**src/design/htd_pkg.sv**
```systemverilog
// Shared types and constants for the Huffman tree decoder.
`timescale 1ns / 1ps

package htd_pkg;

	localparam int SYM_W       = 8;   // decoded byte width
	localparam int COUNT_W     = 32;  // symbol count register width
	localparam int TDATA_W     = 8;   // stream data width on both sides
	localparam int QUEUE_DEPTH = 2;   // entries in each small queue
	localparam int QPTR_W      = 1;
	localparam int QCNT_W      = 2;

	typedef enum logic [1:0] {
		PH_HEADER,
		PH_LEAF,
		PH_DECODE,
		PH_HALT
	} phase_t;

	// One accepted input bit after classification.
	typedef struct packed {
		logic restart;
		logic code_bit;
	} item_t;

	// One result on its way to the output port.
	typedef struct packed {
		logic [SYM_W-1:0] symbol;
		logic             last_symbol;
		logic             error;
	} result_t;

endpackage

```
**src/design/htd_front.sv**
```systemverilog
// Input side: takes stream transactions, classifies them and queues them for the engine.
`timescale 1ns / 1ps

module htd_front (
	input  logic                        clk,
	input  logic                        arst_n,
	input  logic                        s_tvalid,
	output logic                        s_tready,
	input  logic [htd_pkg::TDATA_W-1:0] s_tdata,
	input  logic                        s_tuser,
	output logic                        q_valid,
	input  logic                        q_pop,
	output htd_pkg::item_t              q_item
);
	import htd_pkg::*;

	item_t             slots_q [QUEUE_DEPTH];
	logic [QPTR_W-1:0] wr_ptr_q;
	logic [QPTR_W-1:0] rd_ptr_q;
	logic [QCNT_W-1:0] count_q;
	logic              push;
	logic              pop;
	item_t             new_item;

	assign s_tready = (count_q != QCNT_W'(QUEUE_DEPTH));
	assign q_valid  = (count_q != '0);
	assign push     = s_tvalid && s_tready;
	assign pop      = q_pop && q_valid;

	// Start flag rides in tuser, the code bit in the lowest data bit.
	always_comb begin
		new_item.restart  = s_tuser;
		new_item.code_bit = s_tdata[0];
	end

	assign q_item = slots_q[rd_ptr_q];

	always_ff @(posedge clk) begin
		if (push) begin
			slots_q[wr_ptr_q] <= new_item;
		end
	end

	always_ff @(posedge clk or negedge arst_n) begin
		if (!arst_n) begin
			wr_ptr_q <= '0;
			rd_ptr_q <= '0;
			count_q  <= '0;
		end else begin
			if (push) begin
				wr_ptr_q <= wr_ptr_q + QPTR_W'(1);
			end
			if (pop) begin
				rd_ptr_q <= rd_ptr_q + QPTR_W'(1);
			end
			count_q <= count_q + QCNT_W'(push) - QCNT_W'(pop);
		end
	end

endmodule

```
**config.mk**
```make
export PLATFORM = sky130hd
export DESIGN_NAME = htd_front
export DESIGN_NICKNAME = d
export VERILOG_FILES = /design/src/design/htd_pkg.sv /design/src/design/htd_front.sv
export SDC_FILE = /design/constraint.sdc
export NUM_CORES = 1
export LEC_CHECK = 0
export BUFFER_PORTS_ARGS = -buffer_cell sky130_fd_sc_hd__buf_2
export CAP_MARGIN = 25
export CELL_PAD_IN_SITES_DETAIL_PLACEMENT = 2
export CELL_PAD_IN_SITES_GLOBAL_PLACEMENT = 2
export CORE_UTILIZATION = 25
export CTS_CLUSTER_DIAMETER = 60
export DETAILED_ROUTE_END_ITERATION = 12
export GPL_TIMING_DRIVEN = 0
export HOLD_SLACK_MARGIN = 0.15
export PLACE_DENSITY = 0.69
export SETUP_SLACK_MARGIN = 0.3
export SYNTH_ARGS = -nofsm -noshare
export SYNTH_HDL_FRONTEND = slang
export SYNTH_SLANG_ARGS = --single-unit
export TNS_END_PERCENT = 10
```
**constraint.sdc**
```tcl
create_clock -name clk -period 2 [get_ports clk]
set_input_delay 0.1 -clock clk [delete_from_list [all_inputs] [get_ports clk]]
set_output_delay 0.1 -clock clk [all_outputs]
set_load 0.01 [all_outputs]
```
==> impl_metrics.json, run 1 <==
{
  "yosys_warnings": 0,
  "htree_levels": 1,
  "comb_power_share": 0.466,
  "rows": 12,
  "ir_drop_mv": 0.499,
  "ant_nets": 0,
  "hold_viol": 0,
  "start_util": 0.288,
  "relSlewSlack": 0.859,
  "cts.sinks": 8,
  "start_kind": "flip-flop",
  "first_pass_iters": 4,
  "synth-edff-count": 4,
  "intPower_uw": 522,
  "post-route-min-period_ps": 1670,
  "clock_skew_ps": 3.36,
  "finalSetupViolations": 0,
  "worst_slew_pin_slew_ps": 211,
  "p_sw_uw": 264,
  "antenna_found_initial": 0,
  "timing.rr.end": "count_q[1]",
  "wire_per_inst_um": 15.3,
  "status": "finished clean",
  "r2r_slack_ps": 330,
  "synth_area_leaders": "edfxtp_1, dfrtp_1, xnor2_1",
  "syn2layout_area_growth_pct": 53.8,
  "crit_chain": "or2_1 > and2_4 > ha_1 > inv_1 > ha_4 > xnor2_2 > xnor2_1",
  "grt_setup_unrepaired": "false",
  "cts_root_buf": "clkbuf_4",
  "cts_tree": "built",
  "drt_iter0_drc": 1,
  "core_area_um2": 1190,
  "synth_cell_types": 13,
  "placedInstanceArea_um2": 404,
  "powerDensity_nw_per_um2": 1500,
  "slowest_stage": "dfrtp_1",
  "syn_inst": 23,
  "arrival_ps": 1810,
  "finalCritPeriodShare": 0.835,
  "synth_flop_cell": "edfxtp_1",
  "clk_transition_reported_paths_ps": 60,
  "power.share.clock": 0.177,
  "drv_cap": 0,
  "vias": 259,
  "dpl.cell_count": 46,
  "worstReg2RegStart": "count_q[1]",
  "synth_area_um2": 342,
  "synth_async_sr_flop_share": 0.500,
  "holdWs_ps": 176,
  "nFillCells": 130,
  "die-width_um": 39.0,
  "grt.total_usage": 0.141,
  "antenna_cells": 0,
  "synthTopCellsByCount": "dfrtp_1, edfxtp_1, xnor2_1",
  "switching_share": 0.336,
  "reg2reg_depth": 7,
  "max_freq_mhz": 599,
  "crit_type": "reg2reg",
  "final_layout_size_suffix_gt1_frac": 0.477,
  "syn_avg_cell_area_um2": 14.9,
  "stdcell_area_um2": 526,
  "p_leak_nw": 0.230,
  "seq_area_frac_synth": 0.645,
  "grt_pass1_vias": 262,
  "io_pins": 17,
  "place_congestion": 0.690,
  "seqPwrFrac": 0.357,
  "cts_buffer_depth": 2,
  "stdcell_count": 58,
  "grt_pass1_wl_mm": 1.25,
  "grt_max_degree": 6,
  "fin_nets": 60,
  "die_area_um2": 1520,
  "cts_buffers": 3,
  "hold_class": "in2async",
  "cp_max_fo": 2,
  "final_max_slew_viol_count": 0,
  "fin_tns_setup_ps": 0,
  "synthesis.nets": 38,
  "grt_overflow_total": 0,
  "io_buffers": 9,
  "drt_wl_total_um": 888,
  "avgViaCountPerCell": 4.47,
  "synth.top_cell.area_share": 0.352,
  "yosys.area.top_type": "edfxtp_1",
  "totalPowerFinal_uw": 786,
  "dpl.hpwl_um": 554,
  "synth_seq_cells": 8,
  "die_h_um": 39.0,
  "clk_latency_ps": 260,
  "slowest_delay_ps": 390,
  "cp.required_ps": 2140,
  "drc": 0,
  "worstSetupEndpointType": "flip-flop"
}
-- through the flow --
step           worst slack, ps  utilization
2_1_floorplan              341            -
3_3_place_gp               369        0.341
3_5_place_dp               261        0.341
4_1_cts                    338        0.418
5_1_grt                    290        0.443
6_report                   330        0.443
-- timing repair --
action | CTS | global route
endpoints found under the hold margin | 9 | 1
setup endpoints to repair | 1 | 1
pin swaps | 0 | 3
hold buffers | 4 | 1
resized for setup | 2 | 2
buffers inserted | 2 | 1
-- layout by cell type, fill, tap and decap left out --
cell type | Yosys | routed
and2_4 | 1 | 1
and3_1 | 1 | 1
buf_2 | 0 | 9
buf_4 | 0 | 3
clkbuf_1 | 0 | 1
clkbuf_4 | 0 | 3
dfrtp_1 | 4 | 4
dlygate4sd3_1 | 0 | 5
edfxtp_1 | 4 | 4
ha_1 | 2 | 1
ha_4 | 0 | 1
inv_1 | 1 | 1
mux2_2 | 2 | 2
nand2_2 | 0 | 1
nand2b_1 | 1 | 1
nor2_1 | 1 | 1
or2_1 | 1 | 1
xnor2_1 | 3 | 2
xnor2_2 | 0 | 1
xor2_1 | 1 | 1
-- logic make-up after synthesis --
logic type	synth area share
xor gates and xnor gates	0.103
and+or+nand+nor	0.103
DFF	0.645
adders and majority gates	0.0732
buffers and inverters	0.0110
muxes	0.0659
-- critical path, delay by kind of cell (launching register included) --
family	cells	cell delay (ps)
xor gates and xnor gates	2	260
adders and majority gates	2	440
buffers and inverters	1	60
DFF	1	390
and+or+nand+nor	2	400
-- layout make-up --
| class | instances | area, um2 | area share |
|---|---|---|---|
| Sequential cell | 8 | 220 | 0.419 |
| Multi-Input combinational cell | 14 | 140 | 0.267 |
| Clock buffer | 4 | 26.3 | 0.0500 |
| Timing Repair Buffer | 17 | 118 | 0.224 |
| Inverter | 1 | 3.75 | 0.00714 |
| Tap cell | 14 | 17.5 | 0.0333 |
-- power by group through the flow --
stage / registers [mW] / clock network, mW / logic, mW
finish: 0.280 / 0.139 / 0.366
global route: 0.286 / 0.154 / 0.398
CTS: 0.280 / 0.152 / 0.319
detailed placement: 0.288 / 0 / 0.255
global placement: 0.282 / 0 / 0.234
floorplan: 0.275 / 0 / 0.181
-- per-layer routing --
| layer | share of wire | global-route usage | vias up | routed length (um) |
|---|---|---|---|---|
| met4 | 0.012 | 0.0517 | 0 | 11 |
| met2 | 0.60 | 0.263 | 9 | 534 |
| li1 | - | - | 119 | - |
| met1 | 0.35 | 0.129 | 129 | 309 |
| met5 | 0 | 0 | - | 0 |
| met3 | 0.037 | 0.0694 | 2 | 33 |
-- flip-flops by register name (all words and copies together), names as in the netlist --
register	flops
slots_q	4
count_q	2
rd_ptr_q	1
wr_ptr_q	1
-- worst max path at each step --
stage | startpoint | end | slack [ps]
4_1_cts | count_q[1] | count_q[1] | 340
6_report | count_q[1] | count_q[1] | 330
2_1_floorplan | count_q[1] | count_q[1] | 340
3_5_place_dp | count_q[1] | count_q[1] | 260
5_1_grt | count_q[0] | count_q[1] | 290
3_3_place_gp | count_q[1] | count_q[1] | 370
(Power assumes the default switching activity.)
==> inputs of run 2 (changes only) <==
- clock period: 2 -> 1.68 ns (I/O delays scaled with it)
==> run 2 against run 1 <==
Net effect: final cell count rose by 3.4%; count of clock-buffer cells in the layout did not move; fmax rose by 2.1%; first-iteration DRC count rose to 3.0 times the previous value; global-route usage rose by 0.73 points; design area rose by 4.3%; die area did not move.
==> impl_metrics.json, run 2 (synthesis results as in run 1) <==
{
  "die_h_um": 39.0,
  "final_layout_size_suffix_gt1_frac": 0.587,
  "totalPowerFinal_mw": 1.03,
  "fin_nets": 62,
  "clk_transition_reported_paths_ps": 60,
  "worstSetupEndpointType": "flip-flop",
  "vias": 262,
  "first_pass_iters": 2,
  "finalCritPeriodShare": 0.974,
  "start_kind": "flip-flop",
  "ir_drop_mv": 0.703,
  "final_max_slew_viol_count": 0,
  "avgViaCountPerCell": 4.37,
  "grt_pass1_vias": 279,
  "drt_wl_total_um": 914,
  "io_pins": 17,
  "max_freq_mhz": 611,
  "die_area_um2": 1520,
  "place_congestion": 0.687,
  "ant_nets": 0,
  "rows": 12,
  "htree_levels": 1,
  "layout_commonest_cell": "buf_2",
  "arrival_ps": 1770,
  "grt_pass1_wl_mm": 1.35,
  "switching_share": 0.329,
  "crit_top_cell": "ha_4",
  "slowest_stage": "dfrtp_1",
  "drc": 0,
  "drv_cap": 0,
  "start_util": 0.288,
  "crit_type": "reg2reg",
  "relSlewSlack": 0.874,
  "cts.sinks": 8,
  "top_register": "slots_q",
  "dpl.cell_count": 46,
  "core_area_um2": 1190,
  "stdcell_count": 60,
  "finalSetupViolations": 0,
  "p_sw_uw": 337,
  "clock_skew_ps": 10.4,
  "comb_power_share": 0.507,
  "worst_slew_pin_slew_ps": 188,
  "power.share.clock": 0.158,
  "powerDensity_nw_per_um2": 1870,
  "crit_chain": "or2_4 > and2_4 > ha_4 > inv_2 > ha_4 > xnor2_2 > xnor2_1",
  "antenna_found_initial": 0,
  "syn2layout_area_growth_pct": 60.4,
  "largest_register_ffs": 4,
  "intPower_uw": 688,
  "drt_iter0_drc": 3,
  "clk_latency_ps": 260,
  "final_util": 0.462,
  "post-route-min-period_ps": 1640,
  "cts_buffers": 3,
  "cts_buffer_depth": 2,
  "die-width_um": 39.0,
  "cts_tree": "built",
  "slowest_delay_ps": 400,
  "seqPwrFrac": 0.334,
  "final_cell_mix": "buf_2, buf_4, dfrtp_1, edfxtp_1",
  "antenna_cells": 0,
  "grt_overflow_total": 0,
  "hold_class": "in2async",
  "cts_root_buf": "clkbuf_4",
  "hold_viol": 0,
  "cp.required_ps": 1810,
  "reg_top3": "slots_q x4, count_q x2",
  "p_leak_nw": 0.242,
  "grt_setup_unrepaired": "true",
  "grt_max_degree": 6,
  "status": "finished clean",
  "fin_tns_setup_ps": 0,
  "io_buffers": 9,
  "grt.total_usage": 0.149,
  "wire_per_inst_um": 15.2,
  "cp_max_fo": 3
}
## run 2: cell types whose count changed in the layout (fill, tap and decap cells not counted)
cell / change
nand2_2: -1
ha_1: -1
nand2_1: +1
dlygate4sd3_1: -2
or2_4: +1
or2_1: -1
ha_4: +1
inv_1: -1
buf_4: +4
inv_2: +1
## run 2: power by group through the flow
stage | Combinational (mW) | Sequential (mW) | Clock, mW
final | 0.520 | 0.343 | 0.162
after global routing | 0.566 | 0.349 | 0.182
after CTS | 0.452 | 0.344 | 0.166
after detailed placement | 0.361 | 0.352 | 0
after global placement | 0.328 | 0.339 | 0
after floorplan | 0.263 | 0.330 | 0
## run 2: worst paths after layout
| path | startpoint | end | slack, ps | cells past startpoint |
|---|---|---|---|---|
| min in group clk | s_tvalid | wr_ptr_q | 200 | 3 |
| setup / recovery | count_q[0] | count_q[1] | 40 | 7 |
| hold reg to reg | wr_ptr_q | wr_ptr_q | 510 | 1 |
| max in group asynchronous | arst_n | count_q[0] | 1380 | 2 |
| hold / removal | arst_n | wr_ptr_q | 160 | 2 |
| setup reg to reg | count_q[0] | count_q[1] | 40 | 7 |
## run 2: per-layer routing
layer,up-vias,routed length (um),GRT usage
met3,0,28,0.0520
met4,0,0,0.0517
met1,131,386,0.165
met2,6,499,0.258
met5,-,0,0
li1,125,-,-
## run 2: per-stage QoR
step	instance area, um2	hold WS, ps	setup slack (ps)
after global placement	429	-107	86.1
after global routing	548	178	11.1
after CTS	518	165	31.1
after floorplan	367	-212	87.5
after detailed placement	429	-95.1	25.7
final	548	165	43.9
## run 2: area by class of cell
type | count | area [um2]
timing repair buffer | 19 | 128
fill | 120 | 638
tap | 14 | 17.5
sequential | 8 | 220
multi-input combinational | 14 | 153
inverter | 1 | 3.75
clock buffer | 4 | 26.3
## run 2: what timing repair did
item                       in CTS  in global routing
pin swaps                       5                  2
buffers inserted                3                  4
hold buffers                    3                  0
gates resized for setup         2                  0
setup endpoints to repair       2                  2
hold endpoints to repair        8                  0
## run 2: critical path, delay by kind of cell (launching register included)
kind | cells | cell delay (ps)
AND/OR/NAND/NOR | 2 | 420
adder cells (fa/ha/maj) | 2 | 410
flip-flops | 1 | 400
XOR/XNOR | 2 | 260
buffers and inverters | 1 | 40
