==> config.mk <==
export PLATFORM = sky130hd
export DESIGN_NAME = htd_obuf
export DESIGN_NICKNAME = d
export VERILOG_FILES = /design/src/design/htd_pkg.sv /design/src/design/htd_obuf.sv
export SDC_FILE = /design/constraint.sdc
export NUM_CORES = 1
export LEC_CHECK = 0
export ABC_AREA = 1
export BUFFER_PORTS_ARGS = -buffer_cell sky130_fd_sc_hd__buf_4
export CORE_UTILIZATION = 50
export DETAILED_ROUTE_END_ITERATION = 10
export PLACE_DENSITY = 0.77
export SETUP_SLACK_MARGIN = 0.15
export SLEW_MARGIN = 20
export SYNTH_ARGS = -nofsm -noshare
export SYNTH_HDL_FRONTEND = slang
export SYNTH_SLANG_ARGS = --single-unit
==> constraint.sdc <==
create_clock -name clk -period 1.62 [get_ports clk]
set_input_delay 0.081 -clock clk [delete_from_list [all_inputs] [get_ports clk]]
set_output_delay 0.081 -clock clk [all_outputs]
set_load 0.005 [all_outputs]
==> src/design/htd_pkg.sv <==
// Shared types and constants for the Huffman tree decoder.
`timescale 1ns / 1ps

package htd_pkg;

	localparam int SYM_W       = 8;   // decoded byte width
	localparam int COUNT_W     = 32;  // symbol count register width
	localparam int TDATA_W     = 8;   // stream data width on both sides
	localparam int QUEUE_DEPTH = 2;   // entries in each small queue
	localparam int QPTR_W      = 1;
	localparam int QCNT_W      = 2;

	typedef enum logic [1:0] {
		PH_HEADER,
		PH_LEAF,
		PH_DECODE,
		PH_HALT
	} phase_t;

	// One accepted input bit after classification.
	typedef struct packed {
		logic restart;
		logic code_bit;
	} item_t;

	// One result on its way to the output port.
	typedef struct packed {
		logic [SYM_W-1:0] symbol;
		logic             last_symbol;
		logic             error;
	} result_t;

endpackage

==> src/design/htd_obuf.sv <==
// Output side: two-entry result buffer that drives the master stream port.
`timescale 1ns / 1ps

module htd_obuf (
	input  logic                        clk,
	input  logic                        arst_n,
	input  logic                        res_valid,
	input  htd_pkg::result_t            res_data,
	output logic                        full,
	output logic                        m_tvalid,
	input  logic                        m_tready,
	output logic [htd_pkg::TDATA_W-1:0] m_tdata,
	output logic                        m_tlast,
	output logic                        m_tuser
);
	import htd_pkg::*;

	result_t           slots_q [QUEUE_DEPTH];
	logic [QPTR_W-1:0] wr_ptr_q;
	logic [QPTR_W-1:0] rd_ptr_q;
	logic [QCNT_W-1:0] count_q;
	logic              push;
	logic              pop;
	result_t           head;

	assign full     = (count_q == QCNT_W'(QUEUE_DEPTH));
	assign m_tvalid = (count_q != '0);
	assign push     = res_valid && !full;
	assign pop      = m_tvalid && m_tready;
	assign head     = slots_q[rd_ptr_q];
	assign m_tdata  = TDATA_W'(head.symbol);
	assign m_tlast  = head.last_symbol;
	assign m_tuser  = head.error;

	always_ff @(posedge clk) begin
		if (push) begin
			slots_q[wr_ptr_q] <= res_data;
		end
	end

	always_ff @(posedge clk or negedge arst_n) begin
		if (!arst_n) begin
			wr_ptr_q <= '0;
			rd_ptr_q <= '0;
			count_q  <= '0;
		end else begin
			if (push) begin
				wr_ptr_q <= wr_ptr_q + QPTR_W'(1);
			end
			if (pop) begin
				rd_ptr_q <= rd_ptr_q + QPTR_W'(1);
			end
			count_q <= count_q + QCNT_W'(push) - QCNT_W'(pop);
		end
	end

endmodule

==> metrics.yaml, run 1 <==
clk_latency_ns: 0.30
setup_tns_ns: 0
synthCells: 85
routed_wl_um: 1830
ys_seq_elements: 24
n_fill_cell: 118
hold_viol: 0
antenna_found_initial: 0
ir_worst_vdd_mv: 1.28
avgRoutedWirePerCell_um: 12.2
stdcell_area_um2: 1390
cts_root_buffer: "clkbuf_4"
clkTransAtPathRegs_ns: 0.12
cts_tree: "built"
fp-row-count: 15
fin_crit_sh_pct: 85.7
grt_setup_unrepaired: "no"
arrival_ns: 1.31
synthTopCellsByArea: "edfxtp_1 62%, nand2_1 16%, dfrtp_1 10%"
grt_pass1_wl_um: 2720
cp-start-kind: "register"
cts_inserted_buffers: 3
min_path_type: "input port to register"
area_growth_pct: 43.3
yosysTopAreaCell: "edfxtp_1"
cts_max_level: 1
layout-drive-gt1-share_pct: 36.8
drt-initial-drc-count: 20
p_switching_uw: 739
multi_input_area_um2: 250
clockBufferDepth: 2
dpl_cell_area_um2: 1170
clock_sinks: 24
slowest_stage: "dfrtp_2"
status: "complete, no violations"
ios: 26
maxCapViolCount: 0
drc: 0
ys_types: 11
critical_path_class: "register to primary output"
required_ns: 1.54
p_comb_share_pct: 39.6
grt_usage_pct: 19.4
viasPerCell: 4.70
grt_max_degree: 15
leakage_uw: 0.000638
crit_top_cell: "nand2_1"
syn_nets: 101
tightest_slew_ns: 0.410
nets: 142
die_y_um: 46.0
synth_seq_area_share_pct: 72.4
grt-ovfl-total: 0
synth_top_area_share_pct: 62.1
dieArea_um2: 2110
syn_area_per_cell_um2: 11.4
swShare_pct: 32.5
max_freq_mhz: 720
slew-limit-headroom_pct: 72.7
finalSetupViolations: 0
dp_hpwl_um: 1110
insertedDiodeCount: 0
pwr-share-seq_pct: 42.1
period_minus_slack_ns: 1.39
synth_area_um2: 967
critPathCaptureType: "primary output"
dieWidth_um: 46.0
drt_pre_antenna_iters: 4
num_vias: 705
yosysWarnings: 0
max_stage_delay_ns: 0.52
initial_core_util_pct: 54.8
routabilityCongestion: 0.795
cp_max_fo: 12
fin_skew_ns: 0.00414
grt_pass1_vias: 662
clkPwrFrac_pct: 18.3
regArea_um2: 702
p_int_uw: 1530
crit_path_cell_trace: "inv_2 -> nand2_1 -> nand2_1 -> buf_4"
power_density_nw_per_um2: 1640
port_buffers: 25
core-area_um2: 1760
drv_slew: 0
antenna_left: 0
==> routing by layer <==
metal / vias up / global-route usage (%) / share of wire [%]
met5: - / 0 / 0
met4: 0 / 10.0 / 0.66
met3: 2 / 4.76 / 7.1
li1: 350 / - / -
met2: 27 / 34.6 / 53
met1: 326 / 21.0 / 39
==> cell families (layout without fill, tap and decap cells) <==
| logic type | count (synthesis) | in the layout | share of synthesized area, % |
|---|---|---|---|
| buf+inv | 12 | 52 | 5.82 |
| simple gates | 47 | 47 | 19.1 |
| flops | 24 | 24 | 72.4 |
| fa+ha+maj | 2 | 2 | 2.59 |
==> state kept, by name, summed over array words and instances (netlist names) <==
register,flops
wr_ptr_q,1
count_q,2
rd_ptr_q,1
slots_q,20
==> power groups by stage <==
stage          Combinational (µW)  Sequential, µW  Clock, µW
2_1_floorplan                 457             913          0
3_3_place_gp                  713             951          0
3_5_place_dp                  749             962          0
4_1_cts                       775             950        419
5_1_grt                      1020             974        447
6_report                      899             956        416
==> path summary, 6_finish.rpt <==
| check | end | cells past startpoint | from | slack, ns |
|---|---|---|---|---|
| hold / removal | rd_ptr_q$_DFFE_PN0P_ | 3 | m_tready | 0.04 |
| max in group asynchronous | rd_ptr_q$_DFFE_PN0P_ | 2 | arst_n | 1.41 |
| hold reg to reg | wr_ptr_q$_DFFE_PN0P_ | 2 | wr_ptr_q$_DFFE_PN0P_ | 0.51 |
| setup reg to reg | count_q[1]$_DFF_PN0_ | 9 | count_q[1]$_DFF_PN0_ | 0.23 |
| min in group asynchronous | count_q[0]$_DFF_PN0_ | 2 | arst_n | 0.10 |
| setup / recovery | m_tdata[2] | 4 | rd_ptr_q$_DFFE_PN0P_ | 0.23 |
==> through the flow <==
stage                     instances  power (µW)  utilization, %  setup slack, ns  hold WS, ns
final                           150        2270            78.6            0.232       0.0439
after global routing            150        2440            78.6            0.157       0.0450
after floorplan                  85        1370               -            0.247       -0.215
after global placement          134        1660            66.6            0.302       -0.119
after CTS                       149        2140            75.9            0.204       0.0203
after detailed placement        134        1710            66.6            0.231       -0.119
==> cell usage after synthesis <==
| master | count |
|---|---|
| buf_4 | 1 |
| dfrtp_1 | 4 |
| nand2_1 | 41 |
| edfxtp_1 | 20 |
| nand3_1 | 3 |
| nor2_1 | 1 |
| inv_1 | 9 |
| buf_6 | 1 |
| nand2_2 | 2 |
| inv_2 | 1 |
| ha_1 | 2 |
==> cell usage in the layout (no fill, tap or decap), drive strengths merged <==
| cell type | count |
|---|---|
| edfxtp | 20 |
| clkbuf | 3 |
| ha | 2 |
| dfrtp | 4 |
| bufinv | 1 |
| buf | 27 |
| dlygate4sd3 | 11 |
| nand3 | 3 |
| inv | 10 |
| nand2 | 43 |
| nor2 | 1 |
==> final cells by class <==
class | instances | area share [%]
sequential | 24 | 50.6
timing repair buffer | 38 | 22.6
clock buffer | 3 | 1.62
tap | 25 | 2.26
multi-input combinational | 49 | 18.1
inverter | 10 | 2.71
clock inverter | 1 | 2.17
==> critical path, delay by kind of cell (launching register included) <==
| family | cells | cell delay [ns] |
|---|---|---|
| flip-flops | 1 | 0.52 |
| buffers and inverters | 2 | 0.31 |
| AND/OR/NAND/NOR | 2 | 0.17 |
==> repair_timing <==
| item | 4_1_cts | 5_1_grt |
|---|---|---|
| hold buffers | 11 | 0 |
| endpoints found under the setup margin | 10 | 2 |
| endpoints found under the hold margin | 24 | 0 |
| pin swaps | 0 | 5 |
| setup buffers | 0 | 1 |
| gates resized for setup | 1 | 12 |
Note: power is estimated with default switching activity, not from simulation.
==> run 2, diff against run 1 <==
--- a/config.mk
+++ b/config.mk
@@ -7,9 +7,8 @@
 export LEC_CHECK = 0
 export ABC_AREA = 1
 export BUFFER_PORTS_ARGS = -buffer_cell sky130_fd_sc_hd__buf_4
-export CORE_UTILIZATION = 50
+export CORE_UTILIZATION = 37
 export DETAILED_ROUTE_END_ITERATION = 10
-export PLACE_DENSITY = 0.77
 export SETUP_SLACK_MARGIN = 0.15
 export SLEW_MARGIN = 20
 export SYNTH_ARGS = -nofsm -noshare
==> run 2 against run 1 <==
  * Global-route usage down 6.7 points
  * First-iteration DRC count shrank 55%
  * Clock-buffer cell count rose by 1
  * Final area down 1.3%
  * Non-clock buffer count up 2
  * Flip-flop and latch count did not move
  * Hold slack improved by 0.0010 ns
  * Critical path type is now register to register
  * Critical endpoint is now count_q[1]$_DFF_PN0_
  * Largest cell class unchanged
==> metrics.yaml, run 2 (synthesis gave the netlist of run 1 again) <==
cts_inserted_buffers: 3
drc: 0
critical_path_class: "register to register"
arrival_ns: 1.57
fp-row-count: 18
max_freq_mhz: 736
final_cell_mix: "39 x nand2_1, 29 x buf_4, 20 x edfxtp_1"
finalSetupViolations: 0
fin_crit_sh_pct: 83.8
p_comb_share_pct: 40.9
wl_met1_um: 722
wl_met2_um: 886
p_switching_uw: 691
fin_skew_ns: 0.00294
dpl_cell_area_um2: 1190
dp_hpwl_um: 1100
nets: 144
dieWidth_um: 53.1
layout-drive-gt1-share_pct: 33.9
min-delay-start: "m_tready"
maxCapViolCount: 0
worst-r2r-setup-slack_ns: 0.26
clock_sinks: 24
power_density_nw_per_um2: 1500
regArea_um2: 702
required_ns: 1.83
crit_path_cell_trace: "inv_2 -> nand2_4 -> nand2_2 -> inv_2 -> ha_4 -> inv_1 -> ha_2 -> nand3_1 -> nand2_1"
slowest_stage: "dfrtp_1"
cts_root_buffer: "clkbuf_4"
crit_top_cell: "inv_2"
ir_worst_vdd_mv: 0.976
pwr-share-seq_pct: 46.5
multi_input_area_um2: 235
tightest_slew_ns: 0.410
critPathCaptureType: "register"
r2r-start: "count_q[1]$_DFF_PN0_"
num_vias: 678
hold_viol: 0
avgRoutedWirePerCell_um: 10.6
grt_pass1_vias: 566
die_y_um: 53.1
largest_register_ffs: 20
antenna_left: 0
cp-start-kind: "register"
crit_start: "count_q[1]$_DFF_PN0_"
area_growth_pct: 41.5
layout_commonest_cell: "nand2_1"
met3_length_um: 51
n_fill_cell: 236
core-area_um2: 2480
status: "complete, no violations"
grt_pass1_wl_um: 2420
viasPerCell: 4.32
period_minus_slack_ns: 1.36
placed_cells: 140
grt_max_degree: 14
clk_latency_ns: 0.30
top_layer: "met4"
clkPwrFrac_pct: 12.5
cts_tree: "built"
grt-ovfl-total: 0
clkTransAtPathRegs_ns: 0.12
top_regs: "slots_q x20, count_q x2"
clockBufferDepth: 2
slew-limit-headroom_pct: 72.6
initial_core_util_pct: 39.0
antenna_found_initial: 0
grt_usage_pct: 12.8
port_buffers: 25
p_int_uw: 1370
min_path_type: "input port to register"
swShare_pct: 33.6
setup_tns_ns: 0
ios: 26
cp_max_fo: 3
routabilityCongestion: 0.711
stdcell_area_um2: 1370
routed_wl_um: 1670
dieArea_um2: 2820
drt_pre_antenna_iters: 4
grt_setup_unrepaired: "no"
cts_max_level: 1
regMostFlops: "slots_q"
fin_cells: 157
drv_slew: 0
drt-initial-drc-count: 9
max_stage_delay_ns: 0.43
leakage_uw: 0.000637
insertedDiodeCount: 0
-- run 2: cell count changes in the layout (fill, tap and decap cells not counted), moves of 2 or more --
cell     before  now
buf_4        27   29
inv_2         5    3
nand2_2       6    3
nand2_1      37   39
-- run 2: power by group through the flow --
stage	clock, µW	combinational [µW]	sequential [µW]
2_1_floorplan	0	457	913
3_3_place_gp	0	743	956
3_5_place_dp	0	755	959
4_1_cts	274	776	949
5_1_grt	300	960	976
6_report	258	843	959
-- run 2: metrics by stage --
stage / setup slack, ns / util, % / hold slack (ns) / total power, µW
5_1_grt: 0.157 / 55.3 / 0.0238 / 2240
3_3_place_gp: 0.297 / 48.0 / -0.118 / 1700
4_1_cts: 0.226 / 53.5 / 0.00493 / 2000
6_report: 0.262 / 55.3 / 0.0449 / 2060
2_1_floorplan: 0.247 / - / -0.215 / 1370
3_5_place_dp: 0.240 / 48.0 / -0.118 / 1710
-- run 2: path summary, 6_finish.rpt --
kind,cells past startpoint,end
setup / recovery,9,count_q[1]$_DFF_PN0_
hold / removal,3,rd_ptr_q$_DFFE_PN0P_
setup reg to reg,9,count_q[1]$_DFF_PN0_
hold reg to reg,2,wr_ptr_q$_DFFE_PN0P_
max in group asynchronous,2,rd_ptr_q$_DFFE_PN0P_
min in group asynchronous,2,count_q[0]$_DFF_PN0_
-- run 2: routing by layer --
metal / track usage (%) / up-vias
li1: - / 355
met5: 0 / -
met3: 3.45 / 2
met1: 13.0 / 309
met2: 22.8 / 12
met4: 7.89 / 0
-- run 2: layout make-up --
class / instances / area share (%)
Clock buffer: 4 / 1.92
Sequential cell: 24 / 51.3
Inverter: 10 / 2.93
Multi-Input combinational cell: 49 / 17.2
Timing Repair Buffer: 40 / 23.9
Tap cell: 30 / 2.74
-- run 2: timing repair --
| item | 4_1_cts | 5_1_grt |
|---|---|---|
| endpoints found under the setup margin | 10 | 3 |
| endpoints found under the hold margin | 24 | 0 |
| pin swaps | 0 | 3 |
| hold buffers | 11 | 0 |
| buffers inserted | 0 | 2 |
| resized for setup | 1 | 9 |
-- run 2: critical path, delay by kind of cell (launching register included) --
family                   cells  cell delay (ns)
flip-flops                   1             0.43
AND/OR/NAND/NOR              4             0.26
buffers and inverters        3             0.17
adder cells (fa/ha/maj)      2             0.40
